$ cat src/hw/rtl/sdlp_pkg.sv
// sdlp_pkg: shared constants and payload types for the strided dda line point generator
// used by strided_dda_line_points and its testbench; no dependencies
`timescale 1ns / 1ps
`default_nettype none

package sdlp_pkg;

    localparam int COORD_BITS      = 12;
    localparam int STRIDE_BITS     = 8;
    localparam int MAX_POINTS_DEF  = 64;
    localparam logic [STRIDE_BITS-1:0] STRIDE_RESET = STRIDE_BITS'(1);

    // segment item, one endpoint pair
    typedef struct packed {
        logic signed [COORD_BITS-1:0] start_x;
        logic signed [COORD_BITS-1:0] start_y;
        logic signed [COORD_BITS-1:0] end_x;
        logic signed [COORD_BITS-1:0] end_y;
    } t_seg_in;

    // brush position item
    typedef struct packed {
        logic signed [COORD_BITS-1:0] point_x;
        logic signed [COORD_BITS-1:0] point_y;
        logic                         last_point;
        logic                         truncated;
    } t_point_out;

endpackage

`default_nettype wire

$ cat src/hw/rtl/sdlp_div.sv
// sdlp_div: iterative restoring divider, one quotient bit per cycle
// unsigned operands; standalone, no package dependencies
`timescale 1ns / 1ps
`default_nettype none

module sdlp_div #(
    parameter int NUM_W = 20,
    parameter int DEN_W = 12
) (
    input  wire logic             i_clk,
    input  wire logic             i_rst_n,
    input  wire logic             i_start,
    input  wire logic [NUM_W-1:0] i_dividend,
    input  wire logic [DEN_W-1:0] i_divisor,
    output logic                  o_done,
    output logic [NUM_W-1:0]      o_quotient,
    output logic [DEN_W-1:0]      o_remainder
);

    localparam int CNT_W = $clog2(NUM_W + 1);

    logic [NUM_W-1:0] r_dvd;
    logic [DEN_W:0]   r_rem;
    logic [DEN_W-1:0] r_den;
    logic [CNT_W-1:0] r_cnt;
    logic             r_busy;
    logic             r_done;

    logic [DEN_W:0]   n_shift;
    logic             n_fit;
    logic [DEN_W:0]   n_sub;

    always_comb begin
        n_shift = {r_rem[DEN_W-1:0], r_dvd[NUM_W-1]};
        n_fit   = n_shift >= {1'b0, r_den};
        n_sub   = n_shift - {1'b0, r_den};
    end

    always_ff @(posedge i_clk) begin
        if (!i_rst_n) begin
            r_busy <= 1'b0;
            r_done <= 1'b0;
            r_cnt  <= '0;
        end else begin
            r_done <= 1'b0;
            if (i_start) begin
                r_busy <= 1'b1;
                r_cnt  <= CNT_W'(NUM_W);
            end else if (r_busy) begin
                r_cnt <= r_cnt - CNT_W'(1);
                if (r_cnt == CNT_W'(1)) begin
                    r_busy <= 1'b0;
                    r_done <= 1'b1;
                end
            end
        end
    end

    // datapath, no reset needed
    always_ff @(posedge i_clk) begin
        if (i_start) begin
            r_dvd <= i_dividend;
            r_den <= i_divisor;
            r_rem <= '0;
        end else if (r_busy) begin
            r_rem <= n_fit ? n_sub : n_shift;
            r_dvd <= {r_dvd[NUM_W-2:0], n_fit};
        end
    end

    assign o_done      = r_done;
    assign o_quotient  = r_dvd;
    assign o_remainder = r_rem[DEN_W-1:0];

endmodule

`default_nettype wire

$ cat src/hw/rtl/strided_dda_line_points.sv
// strided_dda_line_points: an accepted segment passes the orient, multiply and bit-serial setup
// divide steps before its first point; points then follow one per cycle.
// busy stays high while a segment is worked on; busy drops with the last point
// and the next segment may be accepted while that point is still on the outputs.
// every point is shown for exactly one cycle on o_point_valid, the receiver cannot stall.
// sync active-low reset returns to idle and sets the stride register to 1; uses sdlp_pkg, sdlp_div
`timescale 1ns / 1ps
`default_nettype none

module strided_dda_line_points #(
    parameter int MAX_POINTS = sdlp_pkg::MAX_POINTS_DEF
) (
    input  wire logic                                i_clk,
    input  wire logic                                i_rst_n,
    // segment command
    input  wire logic                                start,
    output logic                                     busy,
    input  wire sdlp_pkg::t_seg_in                   i_seg,
    // point stream
    output logic                                     o_point_valid,
    output sdlp_pkg::t_point_out                     o_point,
    // stride register
    input  wire logic                                i_cfg_we,
    input  wire logic [sdlp_pkg::STRIDE_BITS-1:0]    i_cfg_wdata
);

    import sdlp_pkg::*;

    localparam int C     = COORD_BITS;
    localparam int SW    = STRIDE_BITS;
    localparam int DW    = C + SW;          // width of stride * |dminor|
    localparam int QW    = SW + 2;          // signed per-step quotient
    localparam int ACC_W = C + 2;           // minor accumulator
    localparam int CNT_W = (MAX_POINTS > 1) ? $clog2(MAX_POINTS) : 1;

    // sequencer codes
    localparam logic [2:0] S_IDLE   = 3'd0;
    localparam logic [2:0] S_ORIENT = 3'd1;
    localparam logic [2:0] S_MUL    = 3'd2;
    localparam logic [2:0] S_DIV    = 3'd3;
    localparam logic [2:0] S_EMIT   = 3'd4;

    logic [2:0] r_state;

    // stride register, zero behaves as one
    logic [SW-1:0] r_stride;
    logic [SW-1:0] s_eff;

    always_ff @(posedge i_clk) begin
        if (!i_rst_n) begin
            r_stride <= STRIDE_RESET;
        end else if (i_cfg_we) begin
            r_stride <= i_cfg_wdata;
        end
    end

    assign s_eff = (r_stride == '0) ? SW'(1) : r_stride;

    // captured endpoints and raw deltas
    logic signed [C-1:0] r_ax, r_ay, r_bx, r_by;
    logic signed [C:0]   r_dx, r_dy;

    // oriented segment: major rises from maj0
    logic                r_x_major;
    logic signed [C-1:0] r_maj0;
    logic signed [C-1:0] r_min0;
    logic [C-1:0]        r_dmaj;
    logic signed [C:0]   r_dmin;

    // setup product and per-step increment (floor division of stride*dmin by dmaj)
    logic [DW-1:0]       r_prod;
    logic                r_div_start;
    logic signed [QW-1:0] r_step_q;
    logic [C-1:0]        r_step_r;

    // running walk state
    logic [C:0]              r_off;
    logic signed [ACC_W-1:0] r_q;
    logic [C-1:0]            r_r;
    logic [CNT_W-1:0]        r_n;

    logic                    r_out_valid;
    t_point_out              r_out;

    // ------------------------------------------------------------------
    // orientation: pick the major axis (ties go to y), swap so major rises
    // ------------------------------------------------------------------
    logic [C-1:0]        adx, ady;
    logic                n_x_major;
    logic signed [C:0]   dmaj_raw, dmin_raw;
    logic                n_swap;
    logic signed [C:0]   n_dmaj_s;
    logic signed [C:0]   n_dmin;
    logic signed [C-1:0] n_maj0, n_min0;

    always_comb begin
        adx       = r_dx[C] ? C'(-r_dx) : r_dx[C-1:0];
        ady       = r_dy[C] ? C'(-r_dy) : r_dy[C-1:0];
        n_x_major = adx > ady;
        dmaj_raw  = n_x_major ? r_dx : r_dy;
        dmin_raw  = n_x_major ? r_dy : r_dx;
        n_swap    = dmaj_raw[C];
        n_dmaj_s  = n_swap ? -dmaj_raw : dmaj_raw;
        n_dmin    = n_swap ? -dmin_raw : dmin_raw;
        if (n_x_major) begin
            n_maj0 = n_swap ? r_bx : r_ax;
            n_min0 = n_swap ? r_by : r_ay;
        end else begin
            n_maj0 = n_swap ? r_by : r_ay;
            n_min0 = n_swap ? r_bx : r_ax;
        end
    end

    // magnitude of the minor delta for the setup product
    logic [C-1:0] abs_dmin;
    assign abs_dmin = r_dmin[C] ? C'(-r_dmin) : r_dmin[C-1:0];

    // ------------------------------------------------------------------
    // setup divider
    // ------------------------------------------------------------------
    logic          div_done;
    logic [DW-1:0] div_quot;
    logic [C-1:0]  div_rem;

    sdlp_div #(
        .NUM_W (DW),
        .DEN_W (C)
    ) u_div (
        .i_clk       (i_clk),
        .i_rst_n     (i_rst_n),
        .i_start     (r_div_start),
        .i_dividend  (r_prod),
        .i_divisor   (r_dmaj),
        .o_done      (div_done),
        .o_quotient  (div_quot),
        .o_remainder (div_rem)
    );

    // turn the magnitude quotient into a floor quotient with a non-negative remainder
    logic signed [QW-1:0] q_abs;
    logic                 rem_nz;
    logic signed [QW-1:0] n_step_q;
    logic [C-1:0]         n_step_r;

    always_comb begin
        q_abs  = $signed(div_quot[QW-1:0]);
        rem_nz = div_rem != '0;
        if (r_dmin[C] && rem_nz) begin
            n_step_q = -q_abs - QW'(1);
            n_step_r = r_dmaj - div_rem;
        end else if (r_dmin[C]) begin
            n_step_q = -q_abs;
            n_step_r = div_rem;
        end else begin
            n_step_q = q_abs;
            n_step_r = div_rem;
        end
    end

    // ------------------------------------------------------------------
    // walk: one add and compare per point
    // ------------------------------------------------------------------
    logic [C:0]              n_off;
    logic                    span_end;
    logic                    cap_end;
    logic                    n_last;
    logic signed [ACC_W-1:0] mn_floor;
    logic signed [ACC_W-1:0] mn;
    logic [C-1:0]            mj;
    logic [C:0]              rr;
    logic                    wrap;
    logic [C-1:0]            n_r;
    logic signed [ACC_W-1:0] n_q;

    always_comb begin
        n_off    = r_off + (C+1)'(s_eff);
        span_end = n_off > {1'b0, r_dmaj};
        cap_end  = r_n == CNT_W'(MAX_POINTS - 1);
        n_last   = span_end || cap_end;

        // floor of the exact minor, bumped by one when negative and inexact (truncate to zero)
        mn_floor = ACC_W'(r_min0) + r_q;
        mn       = mn_floor + ACC_W'((r_r != '0) && mn_floor[ACC_W-1]);
        mj       = r_maj0 + r_off[C-1:0];

        // advance the floor quotient and remainder by one stride
        rr   = {1'b0, r_r} + {1'b0, r_step_r};
        wrap = rr >= {1'b0, r_dmaj};
        n_r  = wrap ? C'(rr - {1'b0, r_dmaj}) : rr[C-1:0];
        n_q  = r_q + ACC_W'(r_step_q) + ACC_W'(wrap);
    end

    // ------------------------------------------------------------------
    // sequencer
    // ------------------------------------------------------------------
    always_ff @(posedge i_clk) begin
        if (!i_rst_n) begin
            r_state     <= S_IDLE;
            r_div_start <= 1'b0;
            r_out_valid <= 1'b0;
        end else begin
            r_div_start <= 1'b0;
            r_out_valid <= 1'b0;
            case (r_state)
                S_IDLE: begin
                    if (start) begin
                        r_state <= S_ORIENT;
                    end
                end
                S_ORIENT: begin
                    r_state <= S_MUL;
                end
                S_MUL: begin
                    r_div_start <= 1'b1;
                    r_state     <= S_DIV;
                end
                S_DIV: begin
                    if (div_done) begin
                        r_state <= S_EMIT;
                    end
                end
                S_EMIT: begin
                    r_out_valid <= 1'b1;
                    if (n_last) begin
                        r_state <= S_IDLE;
                    end
                end
                default: begin
                    r_state <= S_IDLE;
                end
            endcase
        end
    end

    // datapath registers, no reset needed
    always_ff @(posedge i_clk) begin
        case (r_state)
            S_IDLE: begin
                // capture endpoints and raw deltas with the accepted item
                r_ax <= i_seg.start_x;
                r_ay <= i_seg.start_y;
                r_bx <= i_seg.end_x;
                r_by <= i_seg.end_y;
                r_dx <= {i_seg.end_x[C-1], i_seg.end_x} - {i_seg.start_x[C-1], i_seg.start_x};
                r_dy <= {i_seg.end_y[C-1], i_seg.end_y} - {i_seg.start_y[C-1], i_seg.start_y};
            end
            S_ORIENT: begin
                r_x_major <= n_x_major;
                r_maj0    <= n_maj0;
                r_min0    <= n_min0;
                r_dmaj    <= n_dmaj_s[C-1:0];
                r_dmin    <= n_dmin;
            end
            S_MUL: begin
                r_prod <= DW'(abs_dmin) * DW'(s_eff);
            end
            S_DIV: begin
                r_step_q <= n_step_q;
                r_step_r <= n_step_r;
                r_off    <= '0;
                r_q      <= '0;
                r_r      <= '0;
                r_n      <= '0;
            end
            S_EMIT: begin
                r_out.point_x    <= r_x_major ? mj : mn[C-1:0];
                r_out.point_y    <= r_x_major ? mn[C-1:0] : mj;
                r_out.last_point <= n_last;
                r_out.truncated  <= cap_end && !span_end;
                r_off <= n_off;
                r_q   <= n_q;
                r_r   <= n_r;
                r_n   <= r_n + CNT_W'(1);
            end
            default: begin
                r_off <= r_off;
            end
        endcase
    end

    assign busy          = r_state != S_IDLE;
    assign o_point_valid = r_out_valid;
    assign o_point       = r_out;

endmodule

`default_nettype wire

$ cat config.mk
export PLATFORM = sky130hd
export DESIGN_NAME = strided_dda_line_points
export DESIGN_NICKNAME = d
export VERILOG_FILES = /design/src/hw/rtl/sdlp_pkg.sv /design/src/hw/rtl/sdlp_div.sv /design/src/hw/rtl/strided_dda_line_points.sv
export SDC_FILE = /design/constraint.sdc
export NUM_CORES = 1
export LEC_CHECK = 0
export BUFFER_PORTS_ARGS = -buffer_cell sky130_fd_sc_hd__buf_4
export CORE_MARGIN = 4
export CORE_UTILIZATION = 50
export CTS_CLUSTER_DIAMETER = 40
export DETAILED_ROUTE_END_ITERATION = 7
export PLACE_DENSITY_LB_ADDON = 0.1
export SYNTH_ARGS = -nofsm -noshare
export SYNTH_HDL_FRONTEND = slang
export SYNTH_HIERARCHICAL = 1
export SYNTH_SLANG_ARGS = --single-unit
$ cat constraint.sdc
create_clock -name i_clk -period 8.8 [get_ports i_clk]
set_input_delay 0.88 -clock i_clk [delete_from_list [all_inputs] [get_ports i_clk]]
set_output_delay 0.88 -clock i_clk [all_outputs]
set_load 0.005 [all_outputs]
==> reports/results.tsv <==
stage	metric	value	unit
critical_path	Worst path depth	19	
routing	routed vias/inst	5.56	
placed_design	Post-DP HPWL	39700	um
timing	Peak Freq	152	MHz
timing	max-slew violations	0	
yosys	Seq/Total Area, Yosys	39.4	%
placed_design	final RePlAce weighted congestion	0.900	
die	Boundary Pins	88	
power_and_ir_drop	leakage	10.6	nW
yosys	mapped cell area	22100	um2
die	Rows	76	
yosys	Yosys reg bits	301	
finish	layout cell share with drive strength beyond 1	11.2	%
power_and_ir_drop	Int Pwr	0.00469	W
clock_tree	hold_buf cts	0	
clock_tree	deepest clock path buffer count	3	
critical_path	Crit Path Category	reg -> reg	
timing	relative slew slack	31.0	%
power_and_ir_drop	worst-case vdd ir drop	270	uV
routing	drt first-iter violations	1064	
routing	antenna violation net count after detailed routing	0	
timing	Final Hold Fails	0	
critical_path	FF-to-FF setup slack	2.21	ns
yosys	post-synth top area cell	edfxtp_1	
power_and_ir_drop	clock network power share	26.5	%
timing	Worst Tran Pin Value	1.04	ns
clock_tree	Clock Pin Slew Worst Setup and Hold Paths	0.06	ns
yosys	Yosys top cell area share	36.5	%
routing	DRC errors left	0	
timing	Clock Skews	0.0309	ns
critical_path	worst endpoint required time	9.15	ns
timing	final hold slack	0.460	ns
global_routing	Total GRT Usage	22.0	%
yosys	Post-Syn Nets	2461	
yosys	Post-Synthesis Cells	2140	
timing	setup TNS	0	ns
routing	routed len/inst	18.3	um
global_routing	initial antenna violation count	0	
timing	final worst path period need	6.59	ns
power_and_ir_drop	Sw Share	39.0	%
yosys	post-synthesis cell type count	80	
power_and_ir_drop	Comb pwr share	44.7	%
clock_tree	CTS tree	built	
power_and_ir_drop	Sw Pwr	0.00300	W
yosys	top cells by count, synth	edfxtp_1, inv_1, ha_1, nor2_1, nand2_1	
global_routing	Overflow after GRT	0	
clock_tree	CTS Buf Count	54	
die	area of the core	43400	um2
die	Die Y	218	um
timing	RSZ-0062 raised after global routing	false	
yosys	count leader, synth	edfxtp_1	
routing	Via Count	15901	
power_and_ir_drop	sequential power share	28.8	%
routing	DRT Pass-1 Iters	5	
clock_tree	root buffer cell	clkbuf_16	
critical_path	CP Buf/Inv Count	3	
critical_path	Setup crit end kind	flip-flop	
clock_tree	post_cts resized	0	
global_routing	vias in the first global route	15662	
yosys	EDFF count, synth	269	
die	die footprint	47600	um2
clock_tree	clock latency on the worst-skew pair	0.61	ns
die	Initial Utilization	51.0	%
yosys	ys async rst share	0	%
power_and_ir_drop	pwr dens	306	nW/um2
placed_design	Port Buffer Count	87	
timing	setup violation total in the final timing report	0	
clock_tree	H-tree depth	2	
finish	# diodes	0	
clock_tree	postcts setup bufs	0	
critical_path	family with the most delay on the worst path	adder cells	
finish	nets@finish	2552	
flow_run	maxcap violations	0	
hold_path	Hold Path Stages	1	
critical_path	critical path startpoint category	flip-flop	
outcome	outcome	finished clean	
timing	Final period util	74.9	%
critical_path	CP max stage delay	0.69	ns
clock_tree	clock sinks	301	
global_routing	first-pass GRT wire length	83400	um
finish	area grow syn2layout	13.7	%
yosys	Main synth FF type	edfxtp_1	
critical_path	CP max FO	8	
yosys	Avg Cell Area, Syn	10.3	um2
yosys	YS warnings	6	
critical_path	Arr. time, crit path	6.94	ns
yosys	largest cells by area after synthesis	edfxtp_1, ha_1, fa_1	
critical_path	slowest stage cell, crit path	or4b_2	
hold_path	worst hold path class	in -> reg	
critical_path	CP most frequent cell	fa_1	
global_routing	largest net degree at the start of global routing	75	
timing	setup ws final	2.21	ns
routing	total wire length	52300	um
placed_design	Place WS	2.24	ns
die	Die Wd	218	um
critical_path	critical-path cell list	inv_1, nand2_1, or4b_2, o41ai_1, xor2_1, nor2b_1, fa_1, fa_1, fa_1, inv_1, fa_1, inv_1, ha_1, and3_1, a221o_1, o41ai_2, o2111ai_1, a21oi_1, xnor2_1	
critical_path	R2R cell count	19	
placed cells by master (no fill, tap or decap), types with 31 or more instances in the layout:
| cell type | netlist | layout |
|---|---|---|
| ha_1 | 190 | 190 |
| xnor2_1 | 122 | 122 |
| nand2_1 | 143 | 143 |
| nor2b_1 | 83 | 83 |
| and2_1 | 37 | 36 |
| edfxtp_1 | 269 | 269 |
| a21oi_1 | 76 | 76 |
| nor2_1 | 161 | 161 |
| inv_1 | 198 | 197 |
| xor2_1 | 64 | 64 |
| o21ai_0 | 83 | 83 |
| mux2i_1 | 106 | 105 |
| fa_1 | 71 | 71 |
| nand3_1 | 38 | 38 |
| dfxtp_1 | 32 | 31 |
| buf_4 | 3 | 99 |
| clkbuf_16 | 0 | 54 |
| nor3_1 | 59 | 58 |
state kept, by name (all words and copies together), names as in the netlist, 13 cells and up:
name,cells
o_point,26
r_prod,20
u_div/o_quotient,20
r_q,14
r_dmin,13
r_dx,13
r_dy,13
r_off,13
stage by stage:
stage	util (%)	std cells	area [um2]	power [W]
final	58.0	2860	25100	0.00770
after global routing	58.0	2860	25100	0.00829
after CTS	58.0	2860	25100	0.00775
after detailed placement	53.8	2760	23300	0.00567
after global placement	53.8	2760	23300	0.00560
after floorplan	-	2140	22100	0.00487
power groups by stage:
| stage | clock, W | combinational [W] | sequential [W] |
|---|---|---|---|
| after global routing | 0.00215 | 0.00390 | 0.00224 |
| after global placement | 0 | 0.00336 | 0.00224 |
| after floorplan | 0 | 0.00277 | 0.00210 |
| after detailed placement | 0 | 0.00343 | 0.00224 |
| final | 0.00204 | 0.00344 | 0.00222 |
| after CTS | 0.00208 | 0.00345 | 0.00222 |
worst paths after layout:
| check | from | end |
|---|---|---|
| setup / recovery | r_dmin[0] | r_prod[18] |
| hold / removal | i_seg[12] | r_bx[0] |
| setup reg to reg | r_dmin[0] | r_prod[18] |
| hold reg to reg | r_stride[0] | r_stride[0] |
layout make-up:
class	count	area (um2)
Clock buffer	58	1390
Fill cell	3766	18200
Clock inverter	42	419
Multi-Input combinational cell	1572	12400
Tap cell	585	732
Sequential cell	301	8720
Inverter	203	762
Timing Repair Buffer	99	743
layer usage:
layer	share of wire, %	global-route usage (%)	up-vias
met5	0	0	-
met4	2.9	7.23	0
met3	4.5	3.52	82
met2	47	35.7	330
met1	46	30.2	7698
li1	-	-	7791
kinds of logic after synthesis:
family | count (synthesis) | share of synthesized area, %
mux | 134 | 6.24
compound gates | 343 | 10.4
buf+inv | 267 | 4.70
simple gates | 648 | 14.7
flops | 301 | 39.4
xor+xnor | 186 | 7.37
fa+ha+maj | 261 | 17.2
Power figures use the tool's default switching activity.
